--- config.mk ---
export PLATFORM = sky130hd
export DESIGN_NAME = positional_list_engine_flat
export DESIGN_NICKNAME = d
export VERILOG_FILES = /design/src/hw/rtl/ple_pkg.sv /design/src/hw/rtl/ple_cmd_if.sv /design/src/hw/rtl/ple_rsp_if.sv /design/src/hw/rtl/ple_ram.sv /design/src/hw/rtl/positional_list_engine.sv /design/src/flat_wrapper.sv
export SDC_FILE = /design/constraint.sdc
export NUM_CORES = 1
export LEC_CHECK = 0
export BUFFER_PORTS_ARGS = -buffer_cell sky130_fd_sc_hd__buf_2
export CAP_MARGIN = 20
export CORE_ASPECT_RATIO = 1.1
export CORE_MARGIN = 5
export CORE_UTILIZATION = 50
export DETAILED_ROUTE_END_ITERATION = 10
export GPL_TIMING_DRIVEN = 0
export PLACE_DENSITY_LB_ADDON = 0.15
export REMOVE_ABC_BUFFERS = 1
export SETUP_SLACK_MARGIN = 0.5
export SLEW_MARGIN = 10
export SYNTH_ARGS = -nofsm -noshare
export SYNTH_HDL_FRONTEND = slang
export SYNTH_SLANG_ARGS = --single-unit
--- constraint.sdc ---
create_clock -name clk -period 4.05 [get_ports clk]
set_input_delay 0.81 -clock clk [delete_from_list [all_inputs] [get_ports clk]]
set_output_delay 0.81 -clock clk [all_outputs]
set_load 0.005 [all_outputs]
--- src/hw/rtl/ple_pkg.sv ---
// Shared constants and types for the positional list engine.
// No dependencies; the interfaces and the engine refer to this package by scoped names.
`default_nettype none

package ple_pkg;

    // List storage geometry.
    localparam int unsigned DEPTH      = 16;
    localparam int unsigned ITEM_WIDTH = 32;
    localparam int unsigned ADDR_W     = $clog2(DEPTH);

    // Fixed field widths of the command and response transfers.
    localparam int unsigned CMD_W  = 3;
    localparam int unsigned POS_W  = 5;
    localparam int unsigned CNT_W  = 5;
    localparam int unsigned FPOS_W = 4;

    localparam logic [CNT_W-1:0] DEPTH_CNT = CNT_W'(DEPTH);

    // Command codes carried in the cmd field.
    typedef enum logic [CMD_W-1:0] {
        CMD_PUSH   = 3'd0,
        CMD_POP    = 3'd1,
        CMD_INSERT = 3'd2,
        CMD_DELETE = 3'd3,
        CMD_READ   = 3'd4,
        CMD_FIND   = 3'd5
    } cmd_t;

endpackage

`default_nettype wire

--- src/hw/rtl/ple_cmd_if.sv ---
// Command channel of the positional list engine: valid/ready plus the command payload.
// Depends on ple_pkg for the field widths.
`default_nettype none

interface ple_cmd_if;
    logic                           valid;
    logic                           ready;
    logic [ple_pkg::CMD_W-1:0]      cmd;
    logic [ple_pkg::POS_W-1:0]      position;
    logic [ple_pkg::ITEM_WIDTH-1:0] value;

    modport source (output valid, cmd, position, value, input ready);
    modport sink   (input valid, cmd, position, value, output ready);
endinterface

`default_nettype wire

--- src/hw/rtl/ple_rsp_if.sv ---
// Response channel of the positional list engine: valid/ready plus the result payload.
// Depends on ple_pkg for the field widths.
`default_nettype none

interface ple_rsp_if;
    logic                           valid;
    logic                           ready;
    logic                           ok;
    logic [ple_pkg::ITEM_WIDTH-1:0] item_out;
    logic [ple_pkg::FPOS_W-1:0]     found_position;
    logic [ple_pkg::CNT_W-1:0]      count;

    modport source (output valid, ok, item_out, found_position, count, input ready);
    modport sink   (input valid, ok, item_out, found_position, count, output ready);
endinterface

`default_nettype wire

--- src/hw/rtl/ple_ram.sv ---
// Generic RAM with one write port and one read port; read data is registered.
// Stand-alone; no package dependencies.
`default_nettype none

module ple_ram #(
    parameter int unsigned WIDTH = 32,
    parameter int unsigned DEPTH = 16
) (
    input  wire logic                     clk,
    input  wire logic                     wr_en,
    input  wire logic [$clog2(DEPTH)-1:0] wr_addr,
    input  wire logic [WIDTH-1:0]         wr_data,
    input  wire logic [$clog2(DEPTH)-1:0] rd_addr,
    output      logic [WIDTH-1:0]         rd_data
);

    logic [WIDTH-1:0] mem [DEPTH];

    // Read returns the old contents when the same address is written in the same cycle.
    always_ff @(posedge clk)
    begin
        if (wr_en)
        begin
            mem[wr_addr] <= wr_data;
        end
        rd_data <= mem[rd_addr];
    end

endmodule

`default_nettype wire

--- src/hw/rtl/positional_list_engine.sv ---
// Push/insert at position p shift the entries from p onward up one slot, then write the new
// item (no shift when appending); pop/delete shift the later entries down one slot; read
// fetches the entry from RAM; find walks the list from the front until it finds a match or
// reaches the end; a rejected command or an unused code goes straight to the response. One
// command at a time; shifts walk the single-write, single-read list RAM, one entry per cycle.
// Reset: asynchronous, active low; the list empties, the sequencer idles, RAM is not cleared.
`default_nettype none

module positional_list_engine (
    input wire logic clk,
    input wire logic rst_n,
    ple_cmd_if.sink  cmd_ch,
    ple_rsp_if.source rsp_ch
);

    localparam int unsigned AW  = ple_pkg::ADDR_W;
    localparam int unsigned CW  = ple_pkg::CNT_W;
    localparam int unsigned IW  = ple_pkg::ITEM_WIDTH;

    // The sequencer walks the RAM one entry per cycle. Shifts are pipelined: the read of
    // one entry is issued while the entry read in the previous cycle is written one slot
    // further along, so a pending write always takes its data straight from the RAM output.
    typedef enum logic [3:0] {
        S_IDLE,
        S_UP,
        S_UP_DRAIN,
        S_FILL,
        S_DOWN,
        S_DOWN_DRAIN,
        S_READ,
        S_READ_WAIT,
        S_FIND,
        S_RESP
    } state_t;

    state_t            state_reg,   state_next;
    logic [CW-1:0]     count_reg,   count_next;
    logic [CW-1:0]     src_reg,     src_next;
    logic [CW-1:0]     pos_reg,     pos_next;
    logic [CW-1:0]     last_reg,    last_next;
    logic [IW-1:0]     val_reg,     val_next;
    logic              pend_reg,    pend_next;
    logic [AW-1:0]     wa_reg,      wa_next;
    logic              cmp_vld_reg, cmp_vld_next;
    logic [AW-1:0]     cmp_idx_reg, cmp_idx_next;
    logic              ok_reg,      ok_next;
    logic [IW-1:0]     item_reg,    item_next;
    logic [ple_pkg::FPOS_W-1:0] fpos_reg, fpos_next;

    logic              ram_we;
    logic [AW-1:0]     ram_waddr;
    logic [IW-1:0]     ram_wdata;
    logic [AW-1:0]     ram_raddr;
    logic [IW-1:0]     ram_rdata;

    logic              cmd_xfer;
    logic              rsp_xfer;
    logic [CW-1:0]     req_pos;

    assign cmd_ch.ready = (state_reg == S_IDLE);
    assign cmd_xfer     = cmd_ch.valid && cmd_ch.ready;
    assign rsp_ch.valid = (state_reg == S_RESP);
    assign rsp_xfer     = rsp_ch.valid && rsp_ch.ready;

    assign rsp_ch.ok             = ok_reg;
    assign rsp_ch.item_out       = item_reg;
    assign rsp_ch.found_position = fpos_reg;
    assign rsp_ch.count          = count_reg;

    // Push and pop act on the front of the list, which is position zero.
    always_comb
    begin
        if (cmd_ch.cmd == ple_pkg::CMD_PUSH || cmd_ch.cmd == ple_pkg::CMD_POP)
        begin
            req_pos = '0;
        end
        else
        begin
            req_pos = CW'(cmd_ch.position);
        end
    end

    // RAM port control. A pending shift write and the final fill never overlap,
    // since the drain state always sits between them.
    always_comb
    begin
        ram_we    = 1'b0;
        ram_waddr = wa_reg;
        ram_wdata = ram_rdata;
        if (pend_reg)
        begin
            ram_we = 1'b1;
        end
        else if (state_reg == S_FILL)
        begin
            ram_we    = 1'b1;
            ram_waddr = pos_reg[AW-1:0];
            ram_wdata = val_reg;
        end
    end

    always_comb
    begin
        if (state_reg == S_READ)
        begin
            ram_raddr = pos_reg[AW-1:0];
        end
        else
        begin
            ram_raddr = src_reg[AW-1:0];
        end
    end

    always_comb
    begin
        state_next   = state_reg;
        count_next   = count_reg;
        src_next     = src_reg;
        pos_next     = pos_reg;
        last_next    = last_reg;
        val_next     = val_reg;
        pend_next    = 1'b0;
        wa_next      = wa_reg;
        cmp_vld_next = 1'b0;
        cmp_idx_next = cmp_idx_reg;
        ok_next      = ok_reg;
        item_next    = item_reg;
        fpos_next    = fpos_reg;

        unique case (state_reg)
            S_IDLE:
            begin
                if (cmd_xfer)
                begin
                    ok_next   = 1'b0;
                    item_next = '0;
                    fpos_next = '0;
                    pos_next  = req_pos;
                    val_next  = cmd_ch.value;
                    src_next  = '0;
                    state_next = S_RESP;
                    unique case (cmd_ch.cmd)
                        ple_pkg::CMD_PUSH, ple_pkg::CMD_INSERT:
                        begin
                            if (count_reg < ple_pkg::DEPTH_CNT && req_pos <= count_reg)
                            begin
                                ok_next    = 1'b1;
                                count_next = count_reg + CW'(1);
                                if (count_reg > req_pos)
                                begin
                                    src_next   = count_reg - CW'(1);
                                    state_next = S_UP;
                                end
                                else
                                begin
                                    state_next = S_FILL;
                                end
                            end
                        end
                        ple_pkg::CMD_POP, ple_pkg::CMD_DELETE:
                        begin
                            if (req_pos < count_reg)
                            begin
                                ok_next    = 1'b1;
                                count_next = count_reg - CW'(1);
                                if (req_pos + CW'(1) < count_reg)
                                begin
                                    src_next   = req_pos + CW'(1);
                                    last_next  = count_reg - CW'(1);
                                    state_next = S_DOWN;
                                end
                            end
                        end
                        ple_pkg::CMD_READ:
                        begin
                            if (req_pos < count_reg)
                            begin
                                ok_next    = 1'b1;
                                state_next = S_READ;
                            end
                        end
                        ple_pkg::CMD_FIND:
                        begin
                            state_next = S_FIND;
                        end
                        default:
                        begin
                            state_next = S_RESP;
                        end
                    endcase
                end
            end
            S_UP:
            begin
                // Move entry src up one slot; the last one moved is the target position.
                pend_next = 1'b1;
                wa_next   = AW'(src_reg + CW'(1));
                if (src_reg == pos_reg)
                begin
                    state_next = S_UP_DRAIN;
                end
                else
                begin
                    src_next = src_reg - CW'(1);
                end
            end
            S_UP_DRAIN:
            begin
                state_next = S_FILL;
            end
            S_FILL:
            begin
                state_next = S_RESP;
            end
            S_DOWN:
            begin
                pend_next = 1'b1;
                wa_next   = AW'(src_reg - CW'(1));
                if (src_reg == last_reg)
                begin
                    state_next = S_DOWN_DRAIN;
                end
                else
                begin
                    src_next = src_reg + CW'(1);
                end
            end
            S_DOWN_DRAIN:
            begin
                state_next = S_RESP;
            end
            S_READ:
            begin
                state_next = S_READ_WAIT;
            end
            S_READ_WAIT:
            begin
                item_next  = ram_rdata;
                state_next = S_RESP;
            end
            S_FIND:
            begin
                // Reads run one entry ahead of the comparison against the searched value.
                priority if (cmp_vld_reg && ram_rdata == val_reg)
                begin
                    ok_next    = 1'b1;
                    fpos_next  = ple_pkg::FPOS_W'(cmp_idx_reg);
                    state_next = S_RESP;
                end
                else if (src_reg < count_reg)
                begin
                    cmp_vld_next = 1'b1;
                    cmp_idx_next = src_reg[AW-1:0];
                    src_next     = src_reg + CW'(1);
                end
                else
                begin
                    state_next = S_RESP;
                end
            end
            S_RESP:
            begin
                if (rsp_xfer)
                begin
                    state_next = S_IDLE;
                end
            end
            default:
            begin
                state_next = S_IDLE;
            end
        endcase
    end

    always_ff @(posedge clk or negedge rst_n)
    begin
        if (!rst_n)
        begin
            state_reg   <= S_IDLE;
            count_reg   <= '0;
            pend_reg    <= 1'b0;
            cmp_vld_reg <= 1'b0;
        end
        else
        begin
            state_reg   <= state_next;
            count_reg   <= count_next;
            pend_reg    <= pend_next;
            cmp_vld_reg <= cmp_vld_next;
        end
    end

    always_ff @(posedge clk)
    begin
        src_reg     <= src_next;
        pos_reg     <= pos_next;
        last_reg    <= last_next;
        val_reg     <= val_next;
        wa_reg      <= wa_next;
        cmp_idx_reg <= cmp_idx_next;
        ok_reg      <= ok_next;
        item_reg    <= item_next;
        fpos_reg    <= fpos_next;
    end

    ple_ram #(
        .WIDTH (IW),
        .DEPTH (ple_pkg::DEPTH)
    ) u_list_ram (
        .clk     (clk),
        .wr_en   (ram_we),
        .wr_addr (ram_waddr),
        .wr_data (ram_wdata),
        .rd_addr (ram_raddr),
        .rd_data (ram_rdata)
    );

    // The count can never exceed the list capacity.
    assert property (@(posedge clk) disable iff (!rst_n)
        count_reg <= ple_pkg::DEPTH_CNT)
        else $error("list count exceeds capacity");

    // A shift write must have drained before the new item is written.
    assert property (@(posedge clk) disable iff (!rst_n)
        !(pend_reg && state_reg == S_FILL))
        else $error("shift write collides with fill write");

    // An accepted command keeps the block busy in the following cycle.
    assert property (@(posedge clk) disable iff (!rst_n)
        cmd_xfer |=> !cmd_ch.ready)
        else $error("new command accepted while one is in flight");

    // After a response transfer the block is ready for the next command.
    assert property (@(posedge clk) disable iff (!rst_n)
        rsp_xfer |=> cmd_ch.ready)
        else $error("block not idle after response transfer");

    // The count changes only in the cycle a command is accepted.
    assert property (@(posedge clk) disable iff (!rst_n)
        !$past(cmd_xfer) |-> $stable(count_reg))
        else $error("count changed outside command acceptance");

endmodule

`default_nettype wire
--- src/flat_wrapper.sv ---
// flat-port wrapper written by rule: the top's interface ports become plain ports
module positional_list_engine_flat 
  (clk, rst_n, cmd_ch_valid, cmd_ch_cmd, cmd_ch_position, cmd_ch_value, cmd_ch_ready, rsp_ch_valid, rsp_ch_ok, rsp_ch_item_out, rsp_ch_found_position, rsp_ch_count, rsp_ch_ready);
  ple_cmd_if cmd_ch_i ();
  ple_rsp_if rsp_ch_i ();
  input wire logic clk;
  input wire logic rst_n;
  input wire logic [$bits(cmd_ch_i.valid)-1:0] cmd_ch_valid;
  input wire logic [$bits(cmd_ch_i.cmd)-1:0] cmd_ch_cmd;
  input wire logic [$bits(cmd_ch_i.position)-1:0] cmd_ch_position;
  input wire logic [$bits(cmd_ch_i.value)-1:0] cmd_ch_value;
  output wire logic [$bits(cmd_ch_i.ready)-1:0] cmd_ch_ready;
  output wire logic [$bits(rsp_ch_i.valid)-1:0] rsp_ch_valid;
  output wire logic [$bits(rsp_ch_i.ok)-1:0] rsp_ch_ok;
  output wire logic [$bits(rsp_ch_i.item_out)-1:0] rsp_ch_item_out;
  output wire logic [$bits(rsp_ch_i.found_position)-1:0] rsp_ch_found_position;
  output wire logic [$bits(rsp_ch_i.count)-1:0] rsp_ch_count;
  input wire logic [$bits(rsp_ch_i.ready)-1:0] rsp_ch_ready;
  assign cmd_ch_i.valid = cmd_ch_valid;
  assign cmd_ch_i.cmd = cmd_ch_cmd;
  assign cmd_ch_i.position = cmd_ch_position;
  assign cmd_ch_i.value = cmd_ch_value;
  assign cmd_ch_ready = cmd_ch_i.ready;
  assign rsp_ch_valid = rsp_ch_i.valid;
  assign rsp_ch_ok = rsp_ch_i.ok;
  assign rsp_ch_item_out = rsp_ch_i.item_out;
  assign rsp_ch_found_position = rsp_ch_i.found_position;
  assign rsp_ch_count = rsp_ch_i.count;
  assign rsp_ch_i.ready = rsp_ch_ready;
  positional_list_engine u_core (.clk(clk), .rst_n(rst_n), .cmd_ch(cmd_ch_i), .rsp_ch(rsp_ch_i));
endmodule
After elaboration in Yosys (flattened, before gate mapping)
Memory sizes are Yosys's and may differ from the RTL's. A register that Yosys moved wholly into a read port is not among the register bits.
Cells that the tools add are included.
Widths: inputs -> output; s select.
{ "word_totals": {"output_inout_bits": 44, "register_bits": 103, "wordCells": 133, "ramBits": 512, "mem_count": 1} }
{ "classes": {"bitwise_logic": 1, "mux": 53, "n_reduce_logical": 25, "addsub": 5, "n_eq_ne": 29, "magnitude_cmp": 6} }
{ "memory_table": {"columns": ["name", "depth", "width", "rd", "rd_clocked_by_memory_dff", "wr", "line_no", "source"], "rows": [
  ["u_core.u_list_ram.mem", 16, 32, 1, 1, 1, "ple_ram.sv:17", "logic [WIDTH-1:0] mem [DEPTH];"]
]} }
{ "op_table": {"columns": ["cell", "n"], "rows": [
  ["$mux 32", 3],
  ["$pmux 32 s2", 1],
  ["$mux 4", 15],
  ["$mux 5", 12],
  ["$eq 32x32->1", 1],
  ["$pmux 4 s8", 1],
  ["$pmux 5 s2", 2],
  ["$pmux 5 s4", 1],
  ["$eq 4x3->1 const B", 4],
  ["$pmux 4 s2", 2],
  ["$pmux 4 s4", 1],
  ["$add 5x1->5 const B", 3],
  ["$lt 5x5->1", 3],
  ["$reduce_and 5->1", 3],
  ["$mux 1", 12],
  ["$ne 2x1->1 const B", 6],
  ["$eq 5x5->1", 2],
  ["$ne 2x2->1 const B", 5],
  ["$sub 5x1->5 const B", 2],
  ["$eq 4x2->1 const B", 2],
  ["$eq 4x4->1 const B", 2],
  ["$reduce_bool 2->1", 4],
  ["$eq 3x2->1 const B", 2],
  ["$eq 3x3->1 const B", 2],
  ["19 further kinds", 28]
]} }

Longest topological paths before layout
{ "depth": {"depth_word": 10, "mapped_depth": 12} }

By module
Synthesis repeated with hierarchy kept, for this count alone.
{ "hier_totals": {"cells_unflattened": 1327, "hier_area_um2": 25668.4} }
{ "modules_own_cells": {"columns": ["module", "cells_per_inst", "n_inst", "area_per_inst_um2", "seq_area_each_um2"], "rows": [
  ["ple_ram", 838, 1, 19835.3, 16015.4],
  ["positional_list_engine", 489, 1, 5833.1, 3037.9]
]} }

Least setup slack after synthesis
Ideal clock, no wire load.
{ "synth_path": {"path_type": "reg2reg", "startpoint": "register u_core.state_reg[3]", "endpoint": "memory u_core.u_list_ram.mem[2][0], enable pin", "setup_time_ns": 0.421, "setup_slack_ns": 0.540, "stages_incl_launch_ff": 7, "period_less_slack_ns": 3.510, "arrival_ns": 3.089, "required_ns": 3.629, "path_buffers": 2, "path_cell_list": "dfrtp_1 clkbuf_1 nor4_2 clkbuf_1 nand2_1 o22a_1 nor2_1"} }
{ "synth_via": {"elab_chain_cells": 5, "elab_cells_between_ends": 7} }
{ "synth_rtl": {"columns": ["item", "line_no", "source"], "rows": [
  ["start, declared", "positional_list_engine.sv:36", "state_t state_reg, state_next;"],
  ["start signal, assigned", "positional_list_engine.sv:286", "state_reg <= state_next;"],
  ["$eq 4x2->1 *", "positional_list_engine.sv:94", "else if (state_reg == S_FILL)"],
  ["$mux 1", "positional_list_engine.sv:94", null],
  ["$mux 1", "positional_list_engine.sv:90", "if (pend_reg)"],
  ["$mux 1", "ple_ram.sv:22", "if (wr_en)"],
  ["$mux 1 (implied by the code)", "ple_ram.sv:24", "mem[wr_addr] <= wr_data;"],
  ["end, declared", "ple_ram.sv:17", null]
]} }
Mark *: on every way between the ends. The rest lies on a longest branch, timed or not.

Worst setup path in the final report
{ "layout_path": {"startpoint": "register u_core.state_reg[3]", "endpoint": "register u_core.u_list_ram.rd_data[27] (read register of u_core.u_list_ram.mem)"} }
{ "layout_via": {"elab_chain_cells": 2} }
{ "layout_rtl": {"columns": ["item", "line_no", "source"], "rows": [
  ["$eq 4x3->1", "positional_list_engine.sv:104", "if (state_reg == S_READ)"],
  ["$mux 4", "positional_list_engine.sv:104", null],
  ["end, declared", "ple_ram.sv:14", "output logic [WIDTH-1:0] rd_data"]
]} }
Every way passes these cells.
A chain may end at the register's enable or synchronous reset.

==> flow_summary_export.csv <==
group,metric,value,unit
final_layout,regMostFlops,"u_core.u_list_ram.mem",
grt,grt_max_degree,34,
logic_synthesis,yosys.area.top_type,"edfxtp_1",
worst_setup_path,cpLargestDelayFamily,"simple AND/OR/NAND/NOR gates",
sta,finalSetupTns,0,ns
worst_setup_path,crit_path_start_kind,"flop",
grt,grt_pass1_wl,88300,microns
logic_synthesis,syn-cell-area,25800,sq um
logic_synthesis,synth_cells,1397,
power_and_ir_drop,leakage,10.3,nW
grt,antenna_found_initial,0,
final_layout,n_fill_cell,3726,
detailed_routing,ant_nets,0,
worst_setup_path,required,4.52,ns
logic_synthesis,yosysTopAreaCellShare,70.3,%
final_layout,diodes,0,
worst_setup_path,r2r-start,"u_core.state_reg[3]",
detailed_routing,dr.pass1.iters,5,
logic_synthesis,ys_ff_latch,647,
final_layout,drive_gt1_share,25.4,%
detailed_routing,finalWirelength,59100,microns
floorplan,fp.dieW,227,microns
worst_setup_path,reg2reg_slack,0.67,ns
placed_design,portBuffers,87,
final_layout,fin_nets,1608,
logic_synthesis,ys.flop_type,"edfxtp_1",
logic_synthesis,syn_area_per_cell,18.5,sq um
placed_design,globalplace.congestion,0.864,
flow_run,max_cap_viol_count,0,
run_status,status,"finished clean",
logic_synthesis,synthTopCellsByArea,"edfxtp_1 (70%), mux4_2 (8.4%), mux2i_1 (2.8%)",
clock_tree,htreeDepth,3,
worst_setup_path,path_max_fanout,33,
worst_setup_path,path_cells,"and4bb_1, mux2_4, and2_2, buf_16, a22oi_1, o211ai_1, nand2_1",
clock_tree,clock_latency,0.59,ns
worst_setup_path,crit_cells,7,
placed_design,dp_hpwl,37500,microns
sta,timing.final.crit_share,83.5,%
detailed_routing,vias,13300,
power_and_ir_drop,p_per_area,770,nW/um^2
sta,fin_crit,3.38,ns
final_layout,area_delta_synth_final,17.4,%
worst_setup_path,crit_end,"u_core.u_list_ram.rd_data[27]",
clock_tree,root_buffer,"clkbuf_16",
grt,grt.overflow.total,0,
floorplan,fp.dieArea,56200,sq um
floorplan,fp.dieH,248,microns
worst_setup_path,rr_worst_depth,7,
worst_setup_path,cp_slowest_cell,"and4bb_1",
clock_tree,numCtsBuffers,66,
worst_setup_path,crit_type,"reg -> reg",
placed_design,place_area,28100,sq um
clock_tree,cts_max_path_buffers,3,
final_layout,fin_area,30300,sq um
detailed_routing,vias_per_cell,5.87,
worst_hold_path,min_path_type,"in -> async",
sta,tightest_slew,1.12,ns
worst_setup_path,critPathLaunch,"u_core.state_reg[3]",
logic_synthesis,synth_cell_types,60,
sta,rsz0062_at_grt,"no",
clock_tree,cts_tree,"done",
logic_synthesis,synth.most_common_cell,"edfxtp_1",
worst_setup_path,end_kind,"flop",
logic_synthesis,yosys-top-cells-count,"edfxtp_1 (604), mux4_2 (96), mux2i_1 (71), a22oi_1 (66), nand2_1 (65)",
sta,clock.fmax,0.296,GHz
detailed_routing,drcViolationCount,0,
floorplan,rows,87,
worst_setup_path,critPathBufInv,1,
worst_setup_path,crit_path_max_incr_delay,0.76,ns
sta,fin_skew,0.0192,ns
sta,slew_headroom,25.3,%
power_and_ir_drop,ir_drop,0.502,mV
worst_setup_path,crit_arrival,3.85,ns
detailed_routing,drt_iter0_markers,1290,
sta,hold_viol,0,
logic_synthesis,ys_seq_area_share,73.9,%
logic_synthesis,async_flop_share,1.70,%
floorplan,io_pins,88,
final_layout,largest_register_ffs,512,
logic_synthesis,synth-edff-count,604,
sta,slew_violations,0,
sta,setup_violations,0,
clock_tree,cts_num_sinks,647,
worst_setup_path,r2r-end,"u_core.u_list_ram.rd_data[27]",
detailed_routing,wl_per_cell,26.1,microns
power_and_ir_drop,power.total,0.0233,W
clock_tree,cts.clk_slew.worst_paths,0.06,ns
logic_synthesis,yosys_warnings,0,
floorplan,core,51200,sq um
grt,grt_use_total,21.4,%
grt,first_global_vias,13700,
floorplan,start_util,50.4,%
sta,holdWs,0.0980,ns
==> power breakdown <==
group | switching [W] | internal, W
Combinational | 0.00427 | 0.00321
Clock | 0.00242 | 0.00335
Sequential | 0.000632 | 0.00943
Total | 0.00733 | 0.0160
==> routing by layer <==
metal  routed length, microns  share of wire, %  track usage [%]
met1                    24100                41             29.5
met3                     3700               6.3             3.35
met2                    29800                50             35.6
met5                        0                 0                0
met4                     1510               2.6             6.92
==> worst reg2reg max path, cell delays in order, from the launching register on <==
cell	delay, ns
dfrtp_1	0.64
and4bb_1	0.76
mux2_4	0.68
and2_2	0.60
buf_16	0.24
a22oi_1	0.11
o211ai_1	0.15
nand2_1	0.10
==> layout make-up <==
| class | instances | area [sq um] | share of cell area [%] |
|---|---|---|---|
| clock buffer | 103 | 1930 | 6.39 |
| sequential | 647 | 19100 | 62.9 |
| clock inverter | 15 | 113 | 0.372 |
| tap | 667 | 835 | 2.76 |
| timing repair buffer | 154 | 1810 | 5.98 |
| inverter | 22 | 82.6 | 0.273 |
| multi-input combinational | 657 | 6460 | 21.3 |
==> how the worst min path moves through the flow <==
| stage | from | slack, ns | cells past startpoint | to |
|---|---|---|---|---|
| floorplan | u_core.cmp_idx_reg[0] | 0.50 | 1 | u_core.rsp_ch.found_position[0] |
| global placement | u_core.cmp_idx_reg[1] | 0.51 | 1 | u_core.rsp_ch.found_position[1] |
| detailed placement | u_core.cmp_idx_reg[1] | 0.51 | 1 | u_core.rsp_ch.found_position[1] |
| CTS | rst_n | 0.07 | 1 | u_core.rsp_ch.count[2] |
| global route | rst_n | 0.1 | 1 | u_core.rsp_ch.count[2] |
| finish | rst_n | 0.1 | 1 | u_core.rsp_ch.count[2] |
==> logic make-up (layout without fill, tap and decap cells) <==
logic type | Yosys count | after routing | share of synthesized area [%]
compound gates | 164 | 164 | 4.64
xor+xnor | 60 | 60 | 2.04
fa+ha+maj | 16 | 16 | 0.776
buf+inv | 93 | 294 | 1.80
flops | 647 | 647 | 73.9
mux | 203 | 203 | 12.8
simple gates | 214 | 214 | 4.08
==> through the flow <==
stage / utilization, % / setup slack (ns) / cells
6_report: 59.2 / 0.667 / 2265
5_1_grt: 59.2 / 0.521 / 2265
4_1_cts: 59.2 / 0.548 / 2264
3_5_place_dp: 54.9 / 0.173 / 2132
3_3_place_gp: 52.2 / -15.35 / 2080
2_1_floorplan: - / -5.83 / 1326
==> repair_timing <==
action	4_1_cts	5_1_grt
buffers inserted	14	0
hold buffers	0	0
endpoints found under the setup margin	213	0
gates resized for setup	1	0
==> cells in the final DEF (no fill, tap or decap), types with 11 or more instances in the layout <==
cell type / instances
a22oi_1: 66
and2_1: 38
buf_12: 14
buf_16: 33
buf_2: 87
buf_4: 13
clkbuf_1: 26
clkbuf_16: 69
dfrtp_1: 11
dfxtp_1: 32
edfxtp_1: 604
ha_1: 16
inv_1: 20
mux2_2: 33
mux2i_1: 69
mux4_2: 96
nand2_1: 65
nor2_1: 32
nor2_4: 18
o211ai_1: 35
xnor2_1: 47
xor2_1: 13
Note: power is estimated with default switching activity, not from simulation.
